==> src/design/rlsf_pkg.sv <==
// Shared types and constants of the run-length symbol former.
package rlsf_pkg;

  // Block and predictor geometry
  localparam int BLOCK_COEFS = 64;
  localparam int COMPONENTS  = 3;
  localparam int POS_W       = $clog2(BLOCK_COEFS);
  localparam int COMP_IDX_W  = (COMPONENTS > 1) ? $clog2(COMPONENTS) : 1;

  // Field widths
  localparam int COEF_W  = 12;
  localparam int COMP_W  = 2;
  localparam int VALUE_W = COEF_W + 1;
  localparam int RUN_W   = 4;
  localparam int SIZE_W  = 4;
  localparam int AMP_W   = 12;
  localparam int PEND_W  = 6;
  localparam int R16_W   = PEND_W - RUN_W;

  // Zero-run constants
  localparam logic [PEND_W-1:0] MAX_PENDING = PEND_W'(63);
  localparam logic [RUN_W-1:0]  RUN16_CODE  = RUN_W'(15);

  // Symbol queue between front and back
  localparam int QUEUE_DEPTH = 4;
  localparam int QUEUE_AW    = $clog2(QUEUE_DEPTH);

  // One classified item: what the back needs to emit its symbols
  typedef struct packed {
    logic                      is_dc;
    logic signed [VALUE_W-1:0] value;
    logic [R16_W-1:0]          run16s;
    logic [RUN_W-1:0]          run;
    logic                      eob;
  } rlsf_entry_t;

  // Bit length of a magnitude
  function automatic logic [SIZE_W-1:0] size_of(input logic [VALUE_W-1:0] mag);
    logic [SIZE_W-1:0] s;
    s = '0;
    for (int i = 0; i < VALUE_W; i++) begin
      if (mag[i]) s = SIZE_W'(i + 1);
    end
    return s;
  endfunction

endpackage

==> src/design/rlsf_front.sv <==
// Front end: accepts coefficients, tracks position, DC predictors and zero count.
module rlsf_front (
  input  logic                              clk,
  input  logic                              rst,
  input  logic                              in_valid,
  output logic                              in_ready,
  input  logic signed [rlsf_pkg::COEF_W-1:0] coefficient,
  input  logic [rlsf_pkg::COMP_W-1:0]       component,
  input  logic                              queue_full,
  output logic                              push,
  output rlsf_pkg::rlsf_entry_t             entry
);
  import rlsf_pkg::*;

  logic signed [COEF_W-1:0] previous_dc [COMPONENTS];
  logic [POS_W-1:0]         position;
  logic [PEND_W-1:0]        pending_zeros;

  logic                      accept;
  logic                      last_pos;
  logic                      at_dc;
  logic                      coef_zero;
  logic                      comp_ok;
  logic [COMP_IDX_W-1:0]     comp_idx;
  logic signed [COEF_W-1:0]  pred;
  logic signed [VALUE_W-1:0] diff;

  assign in_ready  = !queue_full;
  assign accept    = in_valid && in_ready;
  assign last_pos  = (position == POS_W'(BLOCK_COEFS - 1));
  assign at_dc     = (position == '0);
  assign coef_zero = (coefficient == '0);
  assign comp_ok   = (int'(component) < COMPONENTS);
  assign comp_idx  = component[COMP_IDX_W-1:0];
  assign pred      = comp_ok ? previous_dc[comp_idx] : '0;
  assign diff      = VALUE_W'(coefficient) - VALUE_W'(pred);

  // Classify the item; a zero AC coefficient before the last position emits nothing
  always_comb begin
    entry        = '0;
    entry.is_dc  = at_dc;
    entry.eob    = last_pos;
    if (at_dc) begin
      entry.value = diff;
    end else if (!coef_zero) begin
      entry.value  = VALUE_W'(coefficient);
      entry.run16s = pending_zeros[PEND_W-1:RUN_W];
      entry.run    = pending_zeros[RUN_W-1:0];
    end
    push = accept && (at_dc || !coef_zero || last_pos);
  end

  // Advance position, zero count and predictors
  always_ff @(posedge clk) begin
    if (rst) begin
      position      <= '0;
      pending_zeros <= '0;
      for (int i = 0; i < COMPONENTS; i++) previous_dc[i] <= '0;
    end else if (accept) begin
      position <= last_pos ? '0 : position + POS_W'(1);
      if (at_dc) begin
        pending_zeros <= '0;
        if (comp_ok) previous_dc[comp_idx] <= coefficient;
      end else if (coef_zero && !last_pos) begin
        if (pending_zeros != MAX_PENDING) pending_zeros <= pending_zeros + PEND_W'(1);
      end else begin
        pending_zeros <= '0;
      end
    end
  end

endmodule

==> src/design/rlsf_queue.sv <==
// Short queue of classified items between front and back.
module rlsf_queue (
  input  logic                  clk,
  input  logic                  rst,
  input  logic                  push,
  input  rlsf_pkg::rlsf_entry_t push_entry,
  output logic                  full,
  input  logic                  pop,
  output logic                  head_valid,
  output rlsf_pkg::rlsf_entry_t head_entry
);
  import rlsf_pkg::*;

  rlsf_entry_t          slots [QUEUE_DEPTH];
  logic [QUEUE_AW-1:0]  wr_ptr;
  logic [QUEUE_AW-1:0]  rd_ptr;
  logic [QUEUE_AW:0]    count;
  logic                 do_pop;

  assign full       = (count == (QUEUE_AW+1)'(QUEUE_DEPTH));
  assign head_valid = (count != '0);
  assign head_entry = slots[rd_ptr];
  assign do_pop     = pop && head_valid;

  // Store pushed entries
  always_ff @(posedge clk) begin
    if (push && !full) slots[wr_ptr] <= push_entry;
  end

  // Advance pointers and occupancy
  always_ff @(posedge clk) begin
    if (rst) begin
      wr_ptr <= '0;
      rd_ptr <= '0;
      count  <= '0;
    end else begin
      if (push && !full) wr_ptr <= wr_ptr + QUEUE_AW'(1);
      if (do_pop)        rd_ptr <= rd_ptr + QUEUE_AW'(1);
      case ({push && !full, do_pop})
        2'b10:   count <= count + (QUEUE_AW+1)'(1);
        2'b01:   count <= count - (QUEUE_AW+1)'(1);
        default: count <= count;
      endcase
    end
  end

endmodule

==> src/design/rlsf_back.sv <==
// Back end: expands queued items into run-16 and coded symbols.
module rlsf_back (
  input  logic                        clk,
  input  logic                        rst,
  input  logic                        head_valid,
  input  rlsf_pkg::rlsf_entry_t       head_entry,
  output logic                        pop,
  output logic                        out_valid,
  input  logic                        out_ready,
  output logic                        is_dc,
  output logic [rlsf_pkg::RUN_W-1:0]  zero_run,
  output logic [rlsf_pkg::SIZE_W-1:0] size_category,
  output logic [rlsf_pkg::AMP_W-1:0]  amplitude_bits,
  output logic                        end_of_block,
  output logic                        last_of_item
);
  import rlsf_pkg::*;

  logic [R16_W-1:0]   sub_count;
  logic               out_load;
  logic               emit;
  logic               final_sym;
  logic               neg;
  logic [VALUE_W-1:0] mag;
  logic [SIZE_W-1:0]  size;
  logic [VALUE_W-1:0] mask;
  logic [VALUE_W-1:0] amp_full;

  assign out_load  = !out_valid || out_ready;
  assign emit      = head_valid && out_load;
  assign final_sym = (sub_count == head_entry.run16s);
  assign pop       = emit && final_sym;

  // Size category and ones'-complement amplitude of the value
  assign neg      = head_entry.value[VALUE_W-1];
  assign mag      = neg ? VALUE_W'(-head_entry.value) : VALUE_W'(head_entry.value);
  assign size     = size_of(mag);
  assign mask     = (VALUE_W'(1) << size) - VALUE_W'(1);
  assign amp_full = neg ? ((VALUE_W'(head_entry.value) - VALUE_W'(1)) & mask)
                        : VALUE_W'(head_entry.value);

  // Count run-16 symbols of the head item
  always_ff @(posedge clk) begin
    if (rst) begin
      sub_count <= '0;
    end else if (emit) begin
      sub_count <= final_sym ? '0 : sub_count + R16_W'(1);
    end
  end

  // Output register
  always_ff @(posedge clk) begin
    if (rst) begin
      out_valid <= 1'b0;
    end else if (out_load) begin
      out_valid <= head_valid;
    end
  end

  always_ff @(posedge clk) begin
    if (emit) begin
      if (final_sym) begin
        is_dc          <= head_entry.is_dc;
        zero_run       <= head_entry.run;
        size_category  <= size;
        amplitude_bits <= amp_full[AMP_W-1:0];
        end_of_block   <= head_entry.eob;
        last_of_item   <= 1'b1;
      end else begin
        is_dc          <= 1'b0;
        zero_run       <= RUN16_CODE;
        size_category  <= '0;
        amplitude_bits <= '0;
        end_of_block   <= 1'b0;
        last_of_item   <= 1'b0;
      end
    end
  end

endmodule

==> src/design/jpeg_run_length_symbol_former.sv <==
// Top level of the JPEG baseline zero run-length symbol former.
// The first symbol of an item is stored in a queue slot and then in the output register
// before it can transfer out. Throughput: one coefficient per cycle in while the queue is
// not full; one symbol per cycle out while m_axis_tready is high. Each run-16 symbol of an
// item holds the output for one more symbol; a 4-entry queue absorbs it. Reset (rst,
// synchronous) clears the DC predictors, position, zero count, the queue and the output valid.
module jpeg_run_length_symbol_former (
  input  logic        clk,
  input  logic        rst,
  input  logic        s_axis_tvalid,
  output logic        s_axis_tready,
  input  logic [15:0] s_axis_tdata,   // [11:0] coefficient, [15:12] zero
  input  logic [1:0]  s_axis_tuser,   // [1:0] component
  output logic        m_axis_tvalid,
  input  logic        m_axis_tready,
  output logic [23:0] m_axis_tdata,   // [3:0] zero_run, [7:4] size_category,
                                      // [19:8] amplitude_bits, [20] last_of_item, [23:21] zero
  output logic [0:0]  m_axis_tuser,   // [0] is_dc
  output logic        m_axis_tlast    // end_of_block
);
  import rlsf_pkg::*;

  rlsf_entry_t       push_entry;
  rlsf_entry_t       head_entry;
  logic              push;
  logic              full;
  logic              pop;
  logic              head_valid;
  logic              is_dc;
  logic [RUN_W-1:0]  zero_run;
  logic [SIZE_W-1:0] size_category;
  logic [AMP_W-1:0]  amplitude_bits;
  logic              end_of_block;
  logic              last_of_item;

  rlsf_front u_front (
    .clk         (clk),
    .rst         (rst),
    .in_valid    (s_axis_tvalid),
    .in_ready    (s_axis_tready),
    .coefficient (s_axis_tdata[COEF_W-1:0]),
    .component   (s_axis_tuser),
    .queue_full  (full),
    .push        (push),
    .entry       (push_entry)
  );

  rlsf_queue u_queue (
    .clk        (clk),
    .rst        (rst),
    .push       (push),
    .push_entry (push_entry),
    .full       (full),
    .pop        (pop),
    .head_valid (head_valid),
    .head_entry (head_entry)
  );

  rlsf_back u_back (
    .clk            (clk),
    .rst            (rst),
    .head_valid     (head_valid),
    .head_entry     (head_entry),
    .pop            (pop),
    .out_valid      (m_axis_tvalid),
    .out_ready      (m_axis_tready),
    .is_dc          (is_dc),
    .zero_run       (zero_run),
    .size_category  (size_category),
    .amplitude_bits (amplitude_bits),
    .end_of_block   (end_of_block),
    .last_of_item   (last_of_item)
  );

  // Pack the output transfer
  assign m_axis_tdata = {3'b000, last_of_item, amplitude_bits, size_category, zero_run};
  assign m_axis_tuser = is_dc;
  assign m_axis_tlast = end_of_block;

endmodule

==> config.mk <==
export PLATFORM = sky130hd
export DESIGN_NAME = jpeg_run_length_symbol_former
export DESIGN_NICKNAME = d
export VERILOG_FILES = /design/src/design/rlsf_pkg.sv /design/src/design/rlsf_front.sv /design/src/design/rlsf_queue.sv /design/src/design/rlsf_back.sv /design/src/design/jpeg_run_length_symbol_former.sv
export SDC_FILE = /design/constraint.sdc
export NUM_CORES = 1
export LEC_CHECK = 0
export ABC_AREA = 1
export BUFFER_PORTS_ARGS = -buffer_cell sky130_fd_sc_hd__buf_2
export CAP_MARGIN = 20
export CORE_ASPECT_RATIO = 2
export CORE_MARGIN = 5
export CORE_UTILIZATION = 25
export DETAILED_ROUTE_END_ITERATION = 7
export HOLD_SLACK_MARGIN = 0.02
export SLEW_MARGIN = 25
export SYNTH_ARGS = -nofsm -noshare
export SYNTH_HDL_FRONTEND = slang
export SYNTH_SLANG_ARGS = --single-unit
==> constraint.sdc <==
create_clock -name clk -period 3.4 [get_ports clk]
set_clock_uncertainty 0.05 [all_clocks]
set_input_delay 0.34 -clock clk [delete_from_list [all_inputs] [get_ports clk]]
set_output_delay 0.34 -clock clk [all_outputs]
set_load 0.005 [all_outputs]
==> results.toml, run 1 <==
[run_status]
status = "finished clean"

[drt]
wl_per_cell_um = 13.6
firstDrtPassIters = 4
postRouteAntennaNets = 0
vias = 6351
routed_wl_mm = 19.7
viasPerCell = 4.37
initialDrtViolationCount = 305
drc = 0

[global_routing]
grt_max_degree = 25
grt_overflow = 0
grt_pass1_vias = 6464
antenna_found_initial = 0
track_usage_pct = 10.5
grt_pass1_wl_mm = 31.7

[placed_design]
place_congestion = 0.805
io_buffers = 42
dpl.hpwl_mm = 14.9
dp_cells = 1418

[clock_network]
clkLatencyLatePin_ps = 440
cts-root-buf = "clkbuf_16"
clockBufferDepth = 2
htreeDepth = 4
cts_tree = "done"
cts_sinks = 167
cts_inserted_buffers = 17
clkTransAtPathRegs_ps = 70

[floorplanning]
core_mm2 = 0.0341
pin_count = 50
rows = 96
start_util_pct = 25.1
dieArea_mm2 = 0.0382
fp.dieW_um = 141
die_h_um = 272

[setup_path]
worst_ep_required_time_ps = 3530
crit_type = "flop to flop"
r2r_cells = 24
critical_path_arrival_ps = 3290
cp_max_fo = 19
start_kind = "flop"
cp-end-kind = "flop"

[sta]
period_share_pct = 92.8
tightest_slew_ps = 587
hold_viol = 0
drv_slew = 0
setup_viol = 0
max_freq_mhz = 317
fin_crit_ps = 3150
slew_headroom_pct = 60.8

[cells_and_area]
final_cells = 1453
nFillCells = 3606
areaGrowthSynthToFinish_pct = 18.6
drive_gt1_share_pct = 18.5
diodes = 0
nets = 1047

[synth]
syn_area_mm2 = 0.00855
seq_area_frac_synth_pct = 55.8
post_synth.cell_area_avg_um2 = 9.25
async_flop_share_pct = 0
synth-seq-cells = 167
synth_cell_type_count = 49
synth-main-ff-cell = "edfxtp_1"
synthCells = 925
ys_warn_count = 0
synth_edf_count = 143

[min_path]
min_path_cells = 2
hold_path_class = "primary input to flop"

[power]
powerDensity_mw_per_mm2 = 796
total_power_mw = 8.07
max-vdd-ir-drop_mv = 0.410
leakagePower_nw = 4.13

[flow_run]
cap_violations = 0
==> sequential cells by signal (all words and copies together), names as in the netlist, named ones only <==
register and cells:
u_queue.slots 84, u_front.previous_dc 36, u_back.amplitude_bits 12, u_front.pending_zeros 6, u_front.position 6, u_back.size_category 4
u_back.zero_run 4, u_queue.count 3, u_back.sub_count 2, u_queue.rd_ptr 2, u_queue.wr_ptr 2, u_back.end_of_block 1
u_back.is_dc 1, u_back.last_of_item 1, u_back.out_valid 1
==> cell type report <==
| type | instances | area (µm²) | area share (%) |
|---|---|---|---|
| Clock buffer | 18 | 429 | 4.23 |
| Multi-Input combinational cell | 617 | 3250 | 32.0 |
| Clock inverter | 13 | 124 | 1.22 |
| Inverter | 109 | 422 | 4.16 |
| Sequential cell | 167 | 4780 | 47.1 |
| Timing Repair Buffer | 88 | 592 | 5.84 |
| Tap cell | 441 | 552 | 5.44 |
==> per-stage QoR <==
| step | util (%) | setup TNS [ps] | worst slack [ps] | hold WS (ps) | area [µm²] |
|---|---|---|---|---|---|
| final | 29.7 | 0 | 245 | 148 | 10100 |
| after global routing | 29.7 | -21.0 | -11.6 | 142 | 10100 |
| after CTS | 29.4 | 0 | 35.6 | 139 | 10000 |
| after detailed placement | 27.8 | -687 | -146 | 427 | 9480 |
| after global placement | 27.8 | -529 | -132 | 416 | 9480 |
| after floorplan | - | 0 | 32.4 | 397 | 8560 |
==> timing repair <==
action	in CTS	in global routing
gates resized for setup	0	24
hold buffers	0	0
setup buffers	0	4
setup endpoints to repair	0	18
==> Yosys cell counts, types with 12 or more instances <==
cell type / n / area [µm²]
nand2_1: 203 / 762
edfxtp_1: 143 / 4290
nor2_1: 111 / 417
inv_1: 96 / 360
nand3_1: 61 / 305
a21oi_1: 50 / 250
o21ai_0: 47 / 235
dfxtp_1: 24 / 480
ha_1: 23 / 288
nor3_1: 19 / 95.1
nand2_2: 18 / 113
clkbuf_1: 15 / 56.3
inv_2: 12 / 45.0
==> worst max-delay path: stages, from the launching register on <==
cell      delay (ps)
dfxtp_2          340
buf_12           140
clkinv_8         100
nand2_1           90
nand3_1           80
nand2_2           90
buf_4            120
nand2_1           80
nor3_1           260
nand2_1          160
nand2_1           90
nand2_1           60
nand2_2          100
nand3_4          110
nor2_4           170
nand2_1           80
inv_2             80
nand3_2          110
ha_4             200
nand2_2          100
nor2_2            50
nand2_1           60
nand2_1           40
nor2_1            90
nor2_1            40
==> cell families after synthesis <==
group | Yosys count | share of synthesized area, %
compound gates | 131 | 8.73
xor+xnor | 11 | 1.13
fa+ha+maj | 25 | 3.83
buf+inv | 143 | 7.21
flops | 167 | 55.8
other cells | 1 | 0.0438
simple gates | 447 | 23.2
==> power by group <==
part | switching, mW | internal, mW | total [mW]
clock network | 0.826 | 1.01 | 1.84
registers | 0.0844 | 2.73 | 2.82
logic | 2.27 | 1.14 | 3.41
total | 3.18 | 4.89 | 8.07
==> layer usage <==
metal / track usage (%) / up-vias / part of all wire [%]
met5: 0 / - / 0
met4: 4.49 / 0 / 2.5
met3: 2.15 / 26 / 2.9
met2: 20.9 / 98 / 59
met1: 10.1 / 2974 / 36
li1: - / 3253 / -
==> cell usage in the layout (no fill, tap or decap), types with 3 or more instances in the layout <==
| cell type | instances |
|---|---|
| buf_2 | 42 |
| nand4_1 | 9 |
| dfxtp_1 | 23 |
| nor3_1 | 19 |
| edfxtp_1 | 143 |
| nor2_4 | 3 |
| inv_6 | 3 |
| inv_2 | 13 |
| a22o_1 | 8 |
| o21ai_0 | 44 |
| nand2_2 | 22 |
| o22ai_1 | 4 |
| o221ai_1 | 4 |
| nand3_2 | 8 |
| clkinv_2 | 3 |
| inv_1 | 95 |
| nand2_4 | 3 |
| xor2_1 | 9 |
| ha_1 | 22 |
| conb_1 | 3 |
| nand3_1 | 58 |
| clkbuf_16 | 17 |
| nor2_1 | 106 |
| nand2_1 | 199 |
| o21ai_1 | 4 |
| clkinv_4 | 3 |
| a21oi_1 | 49 |
| nor2_2 | 9 |
| buf_6 | 3 |
| buf_4 | 40 |
==> path summary, 6_finish.rpt <==
check,to,slack (ps),startpoint
max,u_back.amplitude_bits[8],250,flop
min,u_front.pending_zeros[1],150,rst
max reg2reg,u_back.amplitude_bits[8],250,flop
min reg2reg,u_front.pending_zeros[1],440,u_front.pending_zeros[1]
No activity file was read; power rests on OpenSTA's default activity.
==> inputs of run 2 (changes only) <==
--- a/config.mk
+++ b/config.mk
@@ -5,7 +5,6 @@
 export SDC_FILE = /design/constraint.sdc
 export NUM_CORES = 1
 export LEC_CHECK = 0
-export ABC_AREA = 1
 export BUFFER_PORTS_ARGS = -buffer_cell sky130_fd_sc_hd__buf_2
 export CAP_MARGIN = 20
 export CORE_ASPECT_RATIO = 2
@@ -13,7 +12,7 @@
 export CORE_UTILIZATION = 25
 export DETAILED_ROUTE_END_ITERATION = 7
 export HOLD_SLACK_MARGIN = 0.02
-export SLEW_MARGIN = 25
+export SLEW_MARGIN = 20
 export SYNTH_ARGS = -nofsm -noshare
 export SYNTH_HDL_FRONTEND = slang
 export SYNTH_SLANG_ARGS = --single-unit
==> run 2 against run 1 <==
  * The run now ends with negative setup slack left
  * Area after synthesis fell by 0.26%
  * Design area is 7.7% higher
  * Largest power group unchanged
  * Setup slack lost 660 ps
  * Utilization rose by 2.7 points
  * Sequential power barely moved
  * Wire length up 2.0%
  * Global-route usage up 0.27 points
  * Cell count is 9.1% lower
  * Clock power shrank 8%
==> results.toml, run 2 <==
[setup_path]
cp_max_fo = 6
slowest_delay_ps = 540
crit_type = "flop to flop"
cp-end-kind = "flop"
path_cells = "mux4_2 -> buf_6 -> or4_4 -> nor2_4 -> a31oi_4 -> o32ai_4 -> o31ai_4 -> nor3_4 -> nand2_2 -> ha_4 -> inv_4 -> a31oi_4 -> nor3b_2 -> o21ai_1 -> a211oi_1"
critPathMostFrequentCell = "a31oi_4"
slowest_stage = "mux4_2"
critical_path_arrival_ps = 4040
worst_ep_required_time_ps = 3620
start_kind = "flop"

[placed_design]
place_congestion = 0.874
dpl.hpwl_mm = 15.3
io_buffers = 42

[cells_and_area]
largest_register_ffs = 84
top_regs = "u_queue.slots (84), u_front.previous_dc (36), u_back.amplitude_bits (12)"
drive_gt1_share_pct = 32.8
nFillCells = 3325
post-route-util_pct = 32.5
mostFrequentLayoutCell = "edfxtp_1"
final_cell_mix = "edfxtp_1, buf_4, nor2_1, nand2_1, buf_2"
nets = 919
diodes = 0
areaGrowthSynthToFinish_pct = 28.0
multiInputGateArea_mm2 = 0.00370
top_register = "u_queue.slots"
regArea_mm2 = 0.00478

[sta]
hold_viol = 0
holdWs_ps = 137
drv_slew = 0
rsz0062_at_grt = "yes"
tightest_slew_ps = 522
period_share_pct = 112
setup_viol = 7
fin_crit_ps = 3820
worst_slack_ps = -420
max_freq_mhz = 262
slew_headroom_pct = 65.2

[global_routing]
grt_max_degree = 36
grt_pass1_vias = 6458
grt_overflow = 0
antenna_found_initial = 0
grt_pass1_wl_mm = 32.5
track_usage_pct = 10.8

[synth]
synth_common_cells = "edfxtp_1, nor2_1, a21oi_1, nand2_1, inv_1"
syn_area_mm2 = 0.00853
async_flop_share_pct = 0
post_synth.cell_area_avg_um2 = 12.0
synth-seq-cells = 167
seq_area_frac_synth_pct = 56.0
synthCells = 709
synth_cell_type_count = 65
synth.area.top_cells = "edfxtp_1, mux4_2, dfxtp_1, ha_1, nor2_1"
synth-main-ff-cell = "edfxtp_1"
synth_top_area_share_pct = 50.3
ys_warn_count = 0
synth_edf_count = 143
yosysMostFrequentCell = "edfxtp_1"
yosysTopAreaCell = "edfxtp_1"

[clock_network]
cts_inserted_buffers = 17
cts-root-buf = "clkbuf_16"
clkLatencyLatePin_ps = 440
clkTransAtPathRegs_ps = 70
htreeDepth = 4
cts_sinks = 167
cts_hold_buf = 0
cts_tree = "done"
clockBufferDepth = 2

[run_status]
violations = "negative setup slack"
status = "finished with violations"

[power]
seq_power_share_pct = 36.3
combPwrFrac_pct = 41.9
leakagePower_nw = 4.10
p_sw_share_pct = 34.1
max-vdd-ir-drop_mv = 0.396
internal_power_mw = 5.15
powerDensity_mw_per_mm2 = 716
switchingPower_mw = 2.67
total_power_mw = 7.81
p_clk_share_pct = 21.8

[floorplanning]
pin_count = 50
core_mm2 = 0.0336
fp.dieW_um = 141
start_util_pct = 25.4
rows = 95
dieArea_mm2 = 0.0381
die_h_um = 271

[flow_run]
cap_violations = 0

[drt]
viasPerCell = 4.61
wl_met1_mm = 6.79
firstDrtPassIters = 6
wl_met2_mm = 12.1
postRouteAntennaNets = 0
top_layer_used = "met4"
vias = 6091
wl_per_cell_um = 15.2
wl_met3_um = 423
routed_wl_mm = 20.1
initialDrtViolationCount = 233
drc = 0

[min_path]
hold_path_class = "primary input to flop"
==> run 2: cell count changes after synthesis, moves of 10 or more <==
| cell | previous run | this run |
|---|---|---|
| mux2i_1 | 0 | 17 |
| nand3_1 | 61 | 13 |
| xnor2_1 | 2 | 12 |
| and3_1 | 1 | 24 |
| inv_2 | 12 | 0 |
| inv_1 | 96 | 31 |
| nand2_2 | 18 | 0 |
| mux4_2 | 0 | 22 |
| nand2_1 | 203 | 44 |
| nor2_1 | 111 | 61 |
| o21ai_0 | 47 | 27 |
| and2_1 | 2 | 28 |
==> run 2: path summary, 6_finish.rpt <==
check | startpoint | to | cells past startpoint | slack (ps)
setup / recovery | flop | u_back.amplitude_bits[10] | 15 | -420
hold / removal | m_axis_tready | u_back.out_valid | 4 | 140
setup reg to reg | flop | u_back.amplitude_bits[10] | 15 | -420
hold reg to reg | u_back.out_valid | u_back.out_valid | 2 | 420
==> run 2: metrics by stage <==
stage               setup TNS [ps]  area (µm²)  std cells  setup WS [ps]
floorplan                    -1980        8600        711           -430
global placement             -6670       10100       1271           -465
detailed placement           -7880       10100       1271           -532
CTS                          -2070       10800       1313           -386
global route                 -3540       10900       1321           -587
finish                       -2310       10900       1321           -420
==> run 2: cells by family (layout without fill, tap and decap cells) <==
kind of cell	after synthesis	after routing	synth area share [%]
AND/OR/NAND/NOR	248	249	15.3
flip-flops	167	167	56.0
AO/OA/AOI/OAI	130	130	10.2
buffers and inverters	67	240	3.46
multiplexers	43	43	8.33
XOR/XNOR	28	28	2.87
adder cells (fa/ha/maj)	25	25	3.84
other	1	3	0.0440
==> run 2: repair_timing <==
item,CTS,global route
gates cloned,1,0
resized for setup,32,21
pin swaps,8,9
setup endpoints to repair,20,20
hold endpoints to repair,0,0
setup buffers,9,8
==> run 2: area by class of cell <==
cell class	count	area share, %
clock inverter	12	0.733
timing repair buffer	177	11.5
inverter	31	1.09
clock buffer	20	4.00
multi-input combinational	478	33.9
sequential	167	43.8
tap	436	5.00
==> run 2: power by group through the flow <==
stage / Combinational [mW] / Sequential, mW / Clock [mW]
finish: 3.28 / 2.84 / 1.70
global route: 3.60 / 2.87 / 1.83
CTS: 3.23 / 2.85 / 1.75
detailed placement: 3.05 / 2.89 / 0
global placement: 3.01 / 2.88 / 0
floorplan: 1.77 / 2.88 / 0
==> run 2: routing by layer <==
layer	global-route usage, %	vias up
li1	-	2966
met1	9.45	2962
met4	5.36	0
met2	22.3	106
met5	0	-
met3	1.88	57
==> run 2: critical path, delay by kind of cell, from the launching register on <==
family	cells	cell delay [ps]
compound gates	6	960
fa+ha+maj	1	190
buf+inv	2	220
flops	1	400
mux	1	540
simple gates	5	1290
